--- config.mk ---
export PLATFORM = sky130hd
export DESIGN_NAME = ordered_list_engine_top
export DESIGN_NICKNAME = d
export VERILOG_FILES = /design/src/sv/ole_pkg.sv /design/src/sv/ordered_list_engine_top.sv /design/src/sv/ole_cell.sv
export SDC_FILE = /design/constraint.sdc
export NUM_CORES = 1
export LEC_CHECK = 0
export BUFFER_PORTS_ARGS = -buffer_cell sky130_fd_sc_hd__buf_2
export CAP_MARGIN = 15
export CORE_ASPECT_RATIO = 1.4
export CORE_UTILIZATION = 25
export DETAILED_ROUTE_END_ITERATION = 12
export PLACE_DENSITY = 0.37
export SLEW_MARGIN = 20
export SYNTH_ARGS = -nofsm -noshare
export SYNTH_HDL_FRONTEND = slang
export SYNTH_SLANG_ARGS = --single-unit
--- constraint.sdc ---
create_clock -name clk -period 7.11 [get_ports clk]
set_input_delay 1.7775 -clock clk [delete_from_list [all_inputs] [get_ports clk]]
set_output_delay 1.7775 -clock clk [all_outputs]
set_load 0.02 [all_outputs]
--- src/sv/ole_pkg.sv ---
// ----------------------------------------------------------------------------
// ole_pkg
// Shared types and constants for the ordered list engine.
// ----------------------------------------------------------------------------
`default_nettype none

package ole_pkg;

  // list geometry
  localparam int CAPACITY = 16;
  localparam int IDX_W    = $clog2(CAPACITY);
  localparam int CNT_W    = $clog2(CAPACITY + 1);
  localparam int DATA_W   = 32;

  // request operations
  typedef enum logic [2:0] {
    M_PUSH_FRONT = 3'd0,
    M_PUSH_BACK  = 3'd1,
    M_POP_FRONT  = 3'd2,
    M_POP_BACK   = 3'd3,
    M_INSERT     = 3'd4,
    M_SEARCH     = 3'd5
  } mode_t;

  // result status codes
  typedef enum logic [2:0] {
    ST_OK       = 3'd0,
    ST_EMPTY    = 3'd1,
    ST_BOUNDS   = 3'd2,
    ST_FULL     = 3'd3,
    ST_NOTFOUND = 3'd4
  } status_t;

  // what a cell does at the next edge
  typedef enum logic [1:0] {
    CELL_HOLD       = 2'd0,
    CELL_LOAD       = 2'd1,
    CELL_FROM_LEFT  = 2'd2,
    CELL_FROM_RIGHT = 2'd3
  } cell_sel_t;

  // per-cell control from the list controller
  typedef struct packed {
    cell_sel_t           sel;
    logic [DATA_W-1:0]   value;
  } cell_ctrl_t;

endpackage

`default_nettype wire

--- src/sv/ordered_list_engine_top.sv ---
// ----------------------------------------------------------------------------
// ordered_list_engine_top
// Ordered list of signed 32-bit values held in a row of shifting cells.
// ----------------------------------------------------------------------------
// The engine takes one request transaction per clock while in_stall is low,
// and returns one result transaction per request, registered in the cycle
// after acceptance. Every operation (push, pop, insert, search) is decided
// on acceptance: all cells of the row shift or compare at once, and one
// output register sits between the cell row and the result port, so a new
// request is taken while a result waits if the result is taken in the same
// cycle. After reset the list is empty and requests are taken right away.
`default_nettype none

module ordered_list_engine_top
  import ole_pkg::*;
(
  input  wire logic              clk,
  input  wire logic              rst,
  // request channel
  input  wire logic              in_valid,
  output logic                   in_stall,
  input  wire logic [2:0]        mode,
  input  wire logic signed [31:0] value,
  input  wire logic [4:0]        position,
  // result channel
  output logic                   out_valid,
  input  wire logic              out_stall,
  output logic [2:0]             status,
  output logic [3:0]             found_position,
  output logic [4:0]             length
);

  logic                count;
  logic [CNT_W-1:0]    count_q;
  logic [CNT_W-1:0]    count_next;
  logic                accept;
  logic [CNT_W-1:0]    place_pos;
  logic                is_place;
  logic                place_ok;
  logic                head_pop_ok;
  logic                tail_pop_ok;
  status_t             status_next;
  logic [IDX_W-1:0]    found_next;
  logic [CAPACITY-1:0] hit;
  logic [DATA_W-1:0]   cell_data [CAPACITY];
  logic [CAPACITY-1:0] cell_match;
  cell_ctrl_t          cell_ctrl [CAPACITY];

  // handshake: hold off while reset or while a result is stuck
  assign in_stall = rst || (out_valid && out_stall);
  assign accept   = in_valid && !in_stall;
  assign count    = (count_q == CNT_W'(CAPACITY));

  // request decode
  always_comb begin
    place_pos   = '0;
    is_place    = 1'b0;
    head_pop_ok = 1'b0;
    tail_pop_ok = 1'b0;
    status_next = ST_OK;
    unique case (mode)
      M_PUSH_FRONT: begin
        is_place  = 1'b1;
        place_pos = '0;
      end
      M_PUSH_BACK: begin
        is_place  = 1'b1;
        place_pos = count_q;
      end
      M_INSERT: begin
        is_place  = 1'b1;
        place_pos = position;
      end
      M_POP_FRONT: begin
        if (count_q == '0) status_next = ST_EMPTY;
        else               head_pop_ok = 1'b1;
      end
      M_POP_BACK: begin
        if (count_q == '0) status_next = ST_EMPTY;
        else               tail_pop_ok = 1'b1;
      end
      M_SEARCH: begin
        status_next = (hit != '0) ? ST_OK : ST_NOTFOUND;
      end
      default: begin
        status_next = ST_OK;
      end
    endcase
    // bounds check ahead of full check
    place_ok = 1'b0;
    if (is_place) begin
      priority if (place_pos > count_q) status_next = ST_BOUNDS;
      else if (count)                   status_next = ST_FULL;
      else                              place_ok = 1'b1;
    end
  end

  // length after the operation
  always_comb begin
    priority if (place_ok)                   count_next = count_q + CNT_W'(1);
    else if (head_pop_ok || tail_pop_ok)     count_next = count_q - CNT_W'(1);
    else                                     count_next = count_q;
  end

  // cell row
  for (genvar i = 0; i < CAPACITY; i++) begin : g_cell
    localparam int RIGHT = (i == CAPACITY - 1) ? i : i + 1;
    localparam int LEFT  = (i == 0) ? 0 : i - 1;

    // per-cell action
    always_comb begin
      cell_ctrl[i].value = value;
      cell_ctrl[i].sel   = CELL_HOLD;
      if (accept) begin
        priority if (place_ok && (CNT_W'(i) == place_pos)) cell_ctrl[i].sel = CELL_LOAD;
        else if (place_ok && (CNT_W'(i) > place_pos))      cell_ctrl[i].sel = CELL_FROM_LEFT;
        else if (head_pop_ok)                              cell_ctrl[i].sel = CELL_FROM_RIGHT;
        else                                               cell_ctrl[i].sel = CELL_HOLD;
      end
    end

    ole_cell u_cell (
      .clk        (clk),
      .ctrl       (cell_ctrl[i]),
      .left_data  (cell_data[LEFT]),
      .right_data (cell_data[RIGHT]),
      .data       (cell_data[i]),
      .match      (cell_match[i])
    );

    // only occupied slots count as hits
    assign hit[i] = cell_match[i] && (CNT_W'(i) < count_q);
  end

  // first hit from the front
  always_comb begin
    found_next = '0;
    for (int i = CAPACITY - 1; i >= 0; i--) begin
      if (hit[i]) found_next = IDX_W'(i);
    end
  end

  // list length register
  always_ff @(posedge clk) begin
    if (rst) begin
      count_q <= '0;
    end else if (accept) begin
      count_q <= count_next;
    end
  end

  // result valid
  always_ff @(posedge clk) begin
    if (rst) begin
      out_valid <= 1'b0;
    end else if (accept) begin
      out_valid <= 1'b1;
    end else if (!out_stall) begin
      out_valid <= 1'b0;
    end
  end

  // result payload
  always_ff @(posedge clk) begin
    if (accept) begin
      status         <= status_next;
      found_position <= ((mode == M_SEARCH) && (hit != '0)) ? found_next : '0;
      length         <= count_next;
    end
  end

  // length never exceeds the row
  a_len_cap: assert property (@(posedge clk) disable iff (rst)
    out_valid |-> (length <= CNT_W'(CAPACITY)))
    else $error("length beyond capacity");

  // successful search points inside the list
  a_found_in_list: assert property (@(posedge clk) disable iff (rst)
    ($past(accept) && ($past(mode) == M_SEARCH) && (status == ST_OK))
      |-> (CNT_W'(found_position) < length))
    else $error("found position outside list");

  // successful pop shortens the list by one
  a_pop_len: assert property (@(posedge clk) disable iff (rst)
    (accept && (mode == M_POP_FRONT || mode == M_POP_BACK) && (count_q != '0))
      |=> (length == $past(count_q) - CNT_W'(1)))
    else $error("pop did not shorten list");

  // a rejected placement leaves the length alone
  a_reject_hold: assert property (@(posedge clk) disable iff (rst)
    (accept && is_place && !place_ok) |=> (count_q == $past(count_q)))
    else $error("rejected placement changed length");

endmodule

`default_nettype wire

--- src/sv/ole_cell.sv ---
// ----------------------------------------------------------------------------
// ole_cell
// One slot of the list: holds a value, loads, or takes a neighbor's value,
// and compares its contents against the search key.
// ----------------------------------------------------------------------------
`default_nettype none

module ole_cell
  import ole_pkg::*;
(
  input  wire logic              clk,
  input  wire cell_ctrl_t        ctrl,
  input  wire logic [DATA_W-1:0] left_data,
  input  wire logic [DATA_W-1:0] right_data,
  output logic      [DATA_W-1:0] data,
  output logic                   match
);

  logic [DATA_W-1:0] data_next;

  // next contents of the slot
  always_comb begin
    unique case (ctrl.sel)
      CELL_HOLD:       data_next = data;
      CELL_LOAD:       data_next = ctrl.value;
      CELL_FROM_LEFT:  data_next = left_data;
      CELL_FROM_RIGHT: data_next = right_data;
      default:         data_next = data;
    endcase
  end

  // slot storage, undefined until written
  always_ff @(posedge clk) begin
    data <= data_next;
  end

  // key compare
  assign match = (data == ctrl.value);

endmodule

`default_nettype wire
## Yosys cells after proc, flatten, opt, wreduce, memory -nomap -nowiden

Index checks and enable logic that the tools add are counted.

- Register bits: 530
- Output and inout port bits: 14

- $add $sub $neg: 2
- $lt $le $gt $ge: 33
- Eq/ne operators: 86
- Muxes and demuxes: 98
- Bitwise gates (word level): 1
- Reduce and logical (&&, ||, !) cells: 82

Operator list:

| kind | count |
|---|---|
| 32-bit one-hot mux with 3 select lines | 14 |
| 32-bit equality test | 16 |
| 32-bit one-hot mux with 2 select lines | 2 |
| 2-bit two-way mux | 51 |
| 2-bit equality test, second input constant | 32 |
| 1-bit logical AND | 51 |
| 4-bit by 5-bit equality test with 1-bit output, first input constant | 8 |
| 4-bit by 5-bit greater-than comparator with 1-bit output, first input constant | 8 |
| 4-bit by 5-bit less-than comparator with 1-bit output, first input constant | 8 |
| 2-bit by 1-bit equality test with 1-bit output, second input constant | 16 |
| 2-bit logical NOT | 16 |
| 4-bit two-way mux | 8 |
| 3-bit two-way mux | 8 |
| 3-bit by 5-bit equality test with 1-bit output, first input constant | 4 |
| 3-bit by 5-bit greater-than comparator with 1-bit output, first input constant | 4 |
| 3-bit by 5-bit less-than comparator with 1-bit output, first input constant | 4 |
| 16-bit nonzero test | 1 |
| 1-bit two-way mux | 11 |
| 2-bit by 5-bit equality test with 1-bit output, first input constant | 2 |
| 1-bit by 5-bit greater-than comparator with 1-bit output, first input constant | 2 |
| 2-bit by 5-bit greater-than comparator with 1-bit output, first input constant | 2 |
| 5-bit logical NOT | 2 |
| 1-bit by 5-bit less-than comparator with 1-bit output, first input constant | 2 |
| 2-bit by 5-bit less-than comparator with 1-bit output, first input constant | 2 |
| 20 further kinds | 28 |

## Longest topological paths before layout

Gate-level depths: netlist (run 1).

- Word-level depth: 17
- Depth in mapped cells: 17
- Mapped depth without buffers: 14

## By module

Synthesis (run 1) repeated with hierarchy kept, for this count alone.

- Cells, all modules: 3218
- Area total of the unflattened synthesis: 34076.4 um^2

Modules (own cells, without submodules):

| module | times used | cells each | area each (um^2) |
|---|---|---|---|
| ole_cell | 16 | 183 | 1986.9 |
| ordered_list_engine_top | 1 | 290 | 2285.9 |

## Worst setup path before layout (run 1)

Ideal clock, no wire load.

- Path type: input port to flip-flop
- Start: input mode[2]
- End: register g_cell[9].u_cell.data[0], data pin
- Library setup time: 340 ps
- Arrival time: 5885 ps
- Required time: 6770 ps
- Setup slack: 885 ps
- Stages on the path: 13
- Path buffers: 2
- Path through: buf_2 nor2b_1 a22oi_1 nor2_1 inv_1 ha_1 inv_1 o41ai_2 o21bai_4 or2_1 buf_2 o21ai_1 o21ai_0

- Longest elaborated chain between the ends: 11

Ends and longest elaborated chain:

| element | RTL line | source |
|---|---|---|
| from (decl) | ordered_list_engine_top.sv:22 | `input wire logic [2:0] mode,` |
| 3-bit equality test or 3-bit by 1-bit equality test with 1-bit output (tied branches) | ordered_list_engine_top.sv:61 | `unique case (mode)` |
| 5-bit one-hot mux with 2 select lines | ordered_list_engine_top.sv:61 |  |
| 5-bit greater-than comparator | ordered_list_engine_top.sv:92 | `priority if (place_pos > count_q) status_next = ST_BOUNDS;` |
| 1-bit two-way mux | ordered_list_engine_top.sv:92 |  |
| 1-bit two-way mux | ordered_list_engine_top.sv:91 | `if (is_place) begin` |
| 1-bit logical AND | ordered_list_engine_top.sv:116 | `else if (place_ok && (CNT_W'(i) > place_pos)) cell_ctrl[i].sel = CELL_FROM_LEFT;` |
| 2-bit two-way mux | ordered_list_engine_top.sv:116 |  |
| 2-bit two-way mux (*) | ordered_list_engine_top.sv:115 | `priority if (place_ok && (CNT_W'(i) == place_pos)) cell_ctrl[i].sel = CELL_LOAD;` |
| 2-bit two-way mux (*) | ordered_list_engine_top.sv:114 | `if (accept) begin` |
| 2-bit equality test or 2-bit by 1-bit equality test with 1-bit output (tied branches) | ole_cell.sv:23 | `unique case (ctrl.sel)` |
| 32-bit one-hot mux with 3 select lines (*) | ole_cell.sv:23 |  |
| via g_cell[9].u_cell.data_next[0] | ole_cell.sv:19 | `logic [DATA_W-1:0] data_next;` |
| to (signal assigned) | ole_cell.sv:34 | `data <= data_next;` |
| to (decl) | ole_cell.sv:15 | `output logic [DATA_W-1:0] data,` |

The timed path passes the listed nets; every way through them passes the cells marked *.
A chain may end at the register's enable or synchronous reset.

## Worst setup path in the final report (run 1)

- Start: input mode[0]
- End: register g_cell[15].u_cell.data[18], data pin

- Longest elaborated chain between the ends: 11

Ends and longest elaborated chain:

| element | RTL line |
|---|---|
| 3-bit equality test or 3-bit by 1-bit equality test with 1-bit output (tied branches) | ordered_list_engine_top.sv:61 |
| 5-bit one-hot mux with 2 select lines | ordered_list_engine_top.sv:61 |
| 5-bit greater-than comparator | ordered_list_engine_top.sv:92 |
| 1-bit two-way mux | ordered_list_engine_top.sv:92 |
| 1-bit two-way mux | ordered_list_engine_top.sv:91 |
| 1-bit logical AND | ordered_list_engine_top.sv:116 |
| 2-bit two-way mux | ordered_list_engine_top.sv:116 |
| 2-bit two-way mux (*) | ordered_list_engine_top.sv:115 |
| 2-bit two-way mux (*) | ordered_list_engine_top.sv:114 |
| 2-bit equality test or 2-bit by 1-bit equality test with 1-bit output (tied branches) | ole_cell.sv:23 |
| 32-bit one-hot mux with 2 select lines (*) | ole_cell.sv:23 |
| via g_cell[15].u_cell.data_next[18] | ole_cell.sv:19 |
| to (signal assigned) | ole_cell.sv:34 |
| to (decl) | ole_cell.sv:15 |

Marks and branches as above.

==> impl_metrics.py, run 1 <==
metrics = {
    "status": {
        "status": "completed",
    },
    "sta": {
        "grt_setup_unrepaired": "false",
        "final.setup.tns_ns": 0,
        "setup_violations": 0,
        "final_min_period_over_clock_period": 0.803,
        "max-slew-margin-rel": 0.244,
        "worst_slack_ns": 1.40,
        "report.final.hold_viol_count": 0,
        "timing.final.crit_period_ns": 5.71,
        "report.final.slew_viol_count": 0,
        "max_freq_mhz": 175,
        "worst_clock_skew_ns": 0.0260,
        "worst_slew_pin_tran_ns": 1.13,
    },
    "clock_tree": {
        "ctsHoldBuffers": 0,
        "cts_tree": "done",
        "path_clk_slew_ns": 0.06,
        "numCtsBuffers": 59,
        "clockRootBuffer": "sky130_fd_sc_hd__clkbuf_16",
        "cts.htree.levels": 2,
        "clockBufferDepth": 3,
        "clock_latency_reported_for_the_late_side_of_the_worst_skew_pair_ns": 0.67,
        "cts_setup_buffers": 0,
        "resized_gates_after_cts": 0,
        "tritoncts_num_sinks": 530,
    },
    "critical_path": {
        "r2r_cell_count": 14,
        "cp_cell_sequence": "buf_2 > nor2b_1 > a22oi_1 > nor2_1 > ha_1 > inv_1 > o41a_1 > o31ai_1 > o41ai_2 > o21bai_4 > nor3_1 > o21ai_0 > ha_2 > buf_4 > mux2_2",
        "worst-endpoint-required_ns": 7.52,
        "worst-path-max-fanout": 40,
        "cp_data_arrival_time_ns": 6.12,
        "crit_path_top_delay_cell": "sky130_fd_sc_hd__o21ai_0",
        "crit_path_end_kind": "flip-flop",
        "criticalPathCategory": "primary input to flip-flop",
        "worst_path_largest_cell_delay_ns": 0.57,
        "crit_path_start_kind": "primary input",
    },
    "floorplan": {
        "die_width_um": 298,
        "die_area_um2": 124000,
        "design.core.area_um2": 121000,
        "chipHeight_um": 416,
        "initial_core_util": 0.253,
        "row_count": 151,
        "floorplan.io_pins": 58,
    },
    "run": {
        "cap_violations": 0,
    },
    "placed_design": {
        "pre_cts_ws_ns": 0.944,
        "place.detailed.hpwl_mm": 105,
        "io_port_bufs": 57,
        "gp_routability_congestion": 0.898,
    },
    "synth": {
        "synth_top_cell_area_share": 0.514,
        "fraction_of_synthesis_flops_using_an_asynchronous_set_or_reset_pin": 0,
        "postSynthNetCount": 2905,
        "synthesis.instances": 2854,
        "synthesis.area_per_instance_um2": 10.7,
        "syn_area_um2": 30600,
        "netlist.top_cell.by_area": "sky130_fd_sc_hd__edfxtp_1",
        "synth-main-ff-cell": "sky130_fd_sc_hd__edfxtp_1",
        "synth.yosys.warnings": 0,
        "synth_top_cells_by_area": "sky130_fd_sc_hd__edfxtp_1, sky130_fd_sc_hd__xor2_1, sky130_fd_sc_hd__a22oi_1",
        "synth_seq_area_share": 0.518,
        "ys_seq_elements": 530,
        "synth_enable_flop_cells": 524,
        "yosysUniqueCellTypes": 61,
    },
    "pwr": {
        "leakage_nw": 11.6,
        "power_per_cell_area_nw_per_um2": 232,
        "vdd.ir_drop.worst_uv": 162,
    },
    "finish": {
        "final_layout_size_suffix_gt1_frac": 0.0980,
        "area_growth_syn_to_layout_pct": 13.2,
        "finalNetCount": 2848,
    },
    "routing": {
        "routed_via_density": 5.35,
        "ant_nets": 0,
        "route.vias.total": 23900,
        "dr.first_iter.drc_count": 2701,
        "drt_first_pass_iters": 8,
        "route.detailed.drc": 0,
        "total_wirelength_mm": 137,
        "routed_wire_length_per_instance_um": 30.7,
    },
    "global_routing": {
        "grt_start_max_net_pins": 144,
        "gr_overflow_total": 0,
        "groute.usage.overall": 0.215,
        "grt_pass1_vias": 23500,
        "grt_antenna_before_repair": 4,
        "grt_pass1_wl_mm": 190,
    },
    "hold_path": {
        "tightest_hold_check_type": "flip-flop to flip-flop",
        "hold-path-cell-count": 2,
    },
}
[cells in the final DEF, fill, tap and decap left out, drive strengths merged, types with 2 or more instances in the layout]
cell / n
nand2: 305
a222oi: 127
clkinv: 26
a2111oi: 2
buf: 135
nor2b: 7
nor3b: 4
xnor2: 234
clkbuf: 76
a21boi: 4
xor2: 282
nand3: 22
bufinv: 7
o21bai: 4
nor2: 42
dfxtp: 6
inv: 183
a21o: 5
nor3: 35
or2: 3
o21ai: 257
a21oi: 17
mux2: 24
a31o: 3
nor4: 74
ha: 7
and2: 4
o31ai: 2
a31oi: 3
mux2i: 2
a22oi: 324
nand2b: 5
nand4: 72
diode: 5
or3: 2
edfxtp: 524
o21a: 3
[synthesized netlist by cell type, drive strengths merged (2+ instances only)]
| cell type | instances |
|---|---|
| o21ai | 257 |
| nand3 | 22 |
| dfxtp | 6 |
| a21boi | 4 |
| mux2 | 24 |
| edfxtp | 524 |
| or3 | 2 |
| o21a | 3 |
| nor3b | 4 |
| nand2b | 5 |
| a21o | 5 |
| nor3 | 35 |
| nor4 | 74 |
| buf | 67 |
| o21bai | 4 |
| a2111oi | 2 |
| or2 | 3 |
| o31ai | 2 |
| xor2 | 282 |
| a21oi | 17 |
| a222oi | 127 |
| xnor2 | 234 |
| a22oi | 324 |
| nor2 | 42 |
| inv | 182 |
| and2 | 4 |
| clkbuf | 186 |
| a31o | 3 |
| ha | 7 |
| a31oi | 3 |
| nand2 | 305 |
| nor2b | 7 |
| mux2i | 2 |
| nand4 | 72 |
[metal layers]
metal,vias to the layer above,wire [um],track usage,part of all wire
li1,10600,-,-,-
met1,12200,52300,0.254,0.38
met5,-,15,0,0.00011
met4,2,11400,0.159,0.083
met2,883,67000,0.365,0.49
met3,221,5980,0.0180,0.044
[through the flow]
step | hold WS (ns) | std cells | total power, W | area (um2) | util
floorplan | 0.553 | 2854 | 0.00439 | 30600 | -
global placement | 0.484 | 4342 | 0.00487 | 32700 | 0.270
CTS | 0.535 | 4452 | 0.00811 | 34600 | 0.286
finish | 0.527 | 4457 | 0.00803 | 34600 | 0.286
global route | 0.567 | 4454 | 0.00827 | 34600 | 0.286
detailed placement | 0.518 | 4342 | 0.00489 | 32700 | 0.270
[state kept, by name (all words and copies together) (netlist names)]
signal / cells
g_cell.u_cell.data: 512
count_q: 5
length: 5
found_position: 4
status: 3
out_valid: 1
[final timing paths]
check	to	slack, ns	from
worst max register to register	g_cell[15].u_cell.data[18]$_DFFE_PN_	2.50	count_q[4]$_SDFFE_PP0P_
worst min-delay path	out_valid$_SDFFE_PP0P_	0.53	out_valid$_SDFFE_PP0P_
worst min register to register	out_valid$_SDFFE_PP0P_	0.53	out_valid$_SDFFE_PP0P_
worst max-delay path	g_cell[15].u_cell.data[18]$_DFFE_PN_	1.40	mode[0]
[cell type report]
cell class | instances | area, um2
inverters | 182 | 683
flip-flops and latches | 530 | 15900
clock buffers | 76 | 1580
well taps | 1606 | 2010
repair buffers | 135 | 958
clock inverters | 34 | 339
multi-input cells | 1889 | 13200
fillers | 12600 | 86500
diodes | 5 | 12.5
[logic make-up after synthesis]
logic type / Yosys count / share of synthesized area
adder cells (fa/ha/maj): 7 / 0.00286
AO/OA/AOI/OAI: 761 / 0.176
flip-flops: 530 / 0.518
AND/OR/NAND/NOR: 579 / 0.0898
XOR/XNOR: 516 / 0.148
multiplexers: 26 / 0.00949
buffers and inverters: 435 / 0.0554
[power by group]
part | leakage (nW) | internal [W] | switching [W]
clock | 0.940 | 0.00182 | 0.00139
sequential | 4.81 | 0.00361 | 0.000126
combinational | 5.84 | 0.000324 | 0.000761
total | 11.6 | 0.00575 | 0.00228
[worst max-delay path, delay by kind of cell]
kind                     cells  cell delay, ns
AO/OA/AOI/OAI                6            1.72
adder cells (fa/ha/maj)      2            0.55
buffers and inverters        3            0.73
multiplexers                 1            0.40
AND/OR/NAND/NOR              3            0.85
No activity file was read; power rests on OpenSTA's default activity.
==> run 2, diff against run 1 <==
==> constraint.sdc (replaced) <==
create_clock -name clk -period 5.7 [get_ports clk]
set_input_delay 1.425 -clock clk [delete_from_list [all_inputs] [get_ports clk]]
set_output_delay 1.425 -clock clk [all_outputs]
set_load 0.02 [all_outputs]
==> impl_metrics.py, run 2 (same netlist as run 1, synthesis figures left out) <==
metrics = {
    "global_routing": {
        "grt_pass1_wl_mm": 186,
        "grt_pass1_vias": 23700,
        "groute.usage.overall": 0.209,
        "grt_antenna_before_repair": 7,
        "grt_start_max_net_pins": 129,
        "gr_overflow_total": 0,
    },
    "routing": {
        "routed_wire_length_per_instance_um": 29.5,
        "drt_first_pass_iters": 8,
        "total_wirelength_mm": 133,
        "ant_nets": 0,
        "dr.first_iter.drc_count": 2598,
        "routed_via_density": 5.30,
        "route.detailed.drc": 0,
        "route.vias.total": 23900,
    },
    "finish": {
        "largest_register_ffs": 512,
        "register_cell_area_after_layout_um2": 15900,
        "final-instance-count-excl-fill": 4509,
        "regMostFlops": "g_cell.u_cell.data",
        "area_of_combinational_cells_with_multiple_inputs_um2": 13200,
        "area_growth_syn_to_layout_pct": 14.4,
        "final_area_um2": 35000,
        "mostFrequentLayoutCells": "sky130_fd_sc_hd__edfxtp_1, sky130_fd_sc_hd__a22oi_1, sky130_fd_sc_hd__nand2_1",
        "layout.cells.most_common": "sky130_fd_sc_hd__edfxtp_1",
        "fillers": 12600,
        "largestRegisters": "g_cell.u_cell.data (512), count_q (5), length (5)",
        "finalNetCount": 2899,
        "final_layout_size_suffix_gt1_frac": 0.111,
    },
    "placed_design": {
        "place.detailed.hpwl_mm": 103,
        "placement.cell_area_um2": 33100,
        "numPlacedInstances": 4389,
        "io_port_bufs": 57,
        "gp_routability_congestion": 0.898,
    },
    "pwr": {
        "netSwitchingFraction": 0.288,
        "seq_power_share": 0.475,
        "total_power_w": 0.00981,
        "vdd.ir_drop.worst_uv": 224,
        "internal_power_consumption_w": 0.00698,
        "leakage_nw": 11.8,
        "power_per_cell_area_nw_per_um2": 280,
        "power.net_switching_w": 0.00282,
        "p_comb_frac": 0.138,
        "power.clock.fraction": 0.387,
    },
    "critical_path": {
        "crit_path_end_kind": "flip-flop",
        "crit_buf_inv": 4,
        "worst_path_largest_cell_delay_ns": 0.44,
        "cp_top_family": "compound AO/OA/AOI/OAI gates",
        "cp_data_arrival_time_ns": 5.13,
        "r2r_slack_ns": 1.35,
        "worst-path-max-fanout": 40,
        "r2r-end": "g_cell[15].u_cell.data[18]$_DFFE_PN_",
        "r2r_start": "count_q[4]$_SDFFE_PP0P_",
        "crit_path_start_kind": "primary input",
        "cp_cell_sequence": "buf_2 > nor2b_1 > a22oi_1 > nor2_1 > ha_1 > inv_1 > o41a_1 > o31ai_1 > o41ai_2 > o21bai_4 > buf_4 > nor3_1 > o21ai_0 > ha_2 > buf_12 > mux2_2",
        "criticalPathCategory": "primary input to flip-flop",
        "r2r_cell_count": 13,
        "crit_path_top_delay_cell": "sky130_fd_sc_hd__o41a_1",
        "worst-endpoint-required_ns": 6.11,
    },
    "floorplan": {
        "row_count": 151,
        "floorplan.io_pins": 58,
        "chipHeight_um": 416,
        "design.core.area_um2": 121000,
        "die_width_um": 298,
        "initial_core_util": 0.253,
        "die_area_um2": 124000,
    },
    "clock_tree": {
        "path_clk_slew_ns": 0.06,
        "numCtsBuffers": 61,
        "cts_tree": "done",
        "resized_gates_after_cts": 0,
        "ctsHoldBuffers": 0,
        "clockRootBuffer": "sky130_fd_sc_hd__clkbuf_16",
        "cts_setup_buffers": 0,
        "tritoncts_num_sinks": 530,
        "clock_latency_reported_for_the_late_side_of_the_worst_skew_pair_ns": 0.67,
        "cts.htree.levels": 2,
        "clockBufferDepth": 3,
    },
    "sta": {
        "final_min_period_over_clock_period": 0.828,
        "worst_clock_skew_ns": 0.0311,
        "max-slew-margin-rel": 0.277,
        "final.setup.tns_ns": 0,
        "report.final.hold_viol_count": 0,
        "setup_violations": 0,
        "timing.final.crit_period_ns": 4.72,
        "worst_slew_pin_tran_ns": 1.08,
        "max_freq_mhz": 212,
        "grt_setup_unrepaired": "false",
        "report.final.slew_viol_count": 0,
    },
    "hold_path": {
        "holdCritStartpoint": "out_valid$_SDFFE_PP0P_",
        "hold-path-cell-count": 2,
        "tightest_hold_check_type": "flip-flop to flip-flop",
        "holdPathEnd": "out_valid$_SDFFE_PP0P_",
    },
    "run": {
        "cap_violations": 0,
    },
    "status": {
        "status": "completed",
    },
}
## run 2: cell types whose count changed in the layout (fill, tap and decap cells not counted), sizes merged
| cell | before | now |
|---|---|---|
| bufinv | 7 | 2 |
| diode | 5 | 4 |
| clkbuf | 76 | 78 |
| clkinv | 26 | 33 |
| buf | 135 | 184 |
## run 2: worst max path at each step
stage | start | to | slack (ns) | cells after the start
6_report | mode[0] | g_cell[15].u_cell.data[18]$_DFFE_PN_ | 0.98 | 16
5_1_grt | mode[0] | g_cell[8].u_cell.data[18]$_DFFE_PP_ | 0.79 | 14
4_1_cts | mode[0] | g_cell[10].u_cell.data[15]$_DFFE_PP_ | 0.95 | 13
3_5_place_dp | mode[0] | g_cell[10].u_cell.data[6]$_DFFE_PP_ | 0.23 | 13
3_3_place_gp | mode[0] | g_cell[10].u_cell.data[24]$_DFFE_PP_ | 0.29 | 13
2_1_floorplan | mode[2] | g_cell[10].u_cell.data[0]$_DFFE_PP_ | 0.19 | 14
## run 2: worst register-to-register path: stages, from the launching register on
cell                       delay, ns
sky130_fd_sc_hd__dfxtp_1        0.66
sky130_fd_sc_hd__inv_1          0.38
sky130_fd_sc_hd__ha_1           0.42
sky130_fd_sc_hd__inv_1          0.06
sky130_fd_sc_hd__o41a_1         0.44
sky130_fd_sc_hd__o31ai_1        0.10
sky130_fd_sc_hd__o41ai_2        0.16
sky130_fd_sc_hd__o21bai_4       0.25
sky130_fd_sc_hd__buf_4          0.19
sky130_fd_sc_hd__nor3_1         0.05
sky130_fd_sc_hd__o21ai_0        0.41
sky130_fd_sc_hd__ha_2           0.31
sky130_fd_sc_hd__buf_12         0.23
sky130_fd_sc_hd__mux2_2         0.46
## run 2: power groups by stage
stage	Sequential, W	Clock (W)	Combinational, W
after floorplan	0.00468	0	0.000797
after CTS	0.00465	0.00391	0.00136
after global placement	0.00473	0	0.00134
after global routing	0.00467	0.00401	0.00144
final	0.00466	0.00380	0.00135
after detailed placement	0.00474	0	0.00136
## run 2: metrics by stage
step                      hold slack, ns  utilization  setup WS, ns
final                              0.536        0.289         0.981
after global routing               0.599        0.289         0.790
after CTS                          0.529        0.289         0.949
after detailed placement           0.513        0.274         0.230
after global placement             0.505        0.274         0.287
after floorplan                    0.553            -         0.190
## run 2: cell type report
type,instances,area share
Sequential cell,530,0.453
Multi-Input combinational cell,1889,0.376
Timing Repair Buffer,184,0.0415
Clock buffer,78,0.0454
Clock inverter,36,0.00661
Antenna cell,4,0.000286
Tap cell,1606,0.0574
Inverter,182,0.0196
## run 2: routing by layer
layer  track usage  part of all wire  up-vias
met2         0.363              0.50      924
met3        0.0184             0.047      216
met4         0.129             0.070        0
met5             0                 0        -
met1         0.250              0.39    12100
li1              -                 -    10700
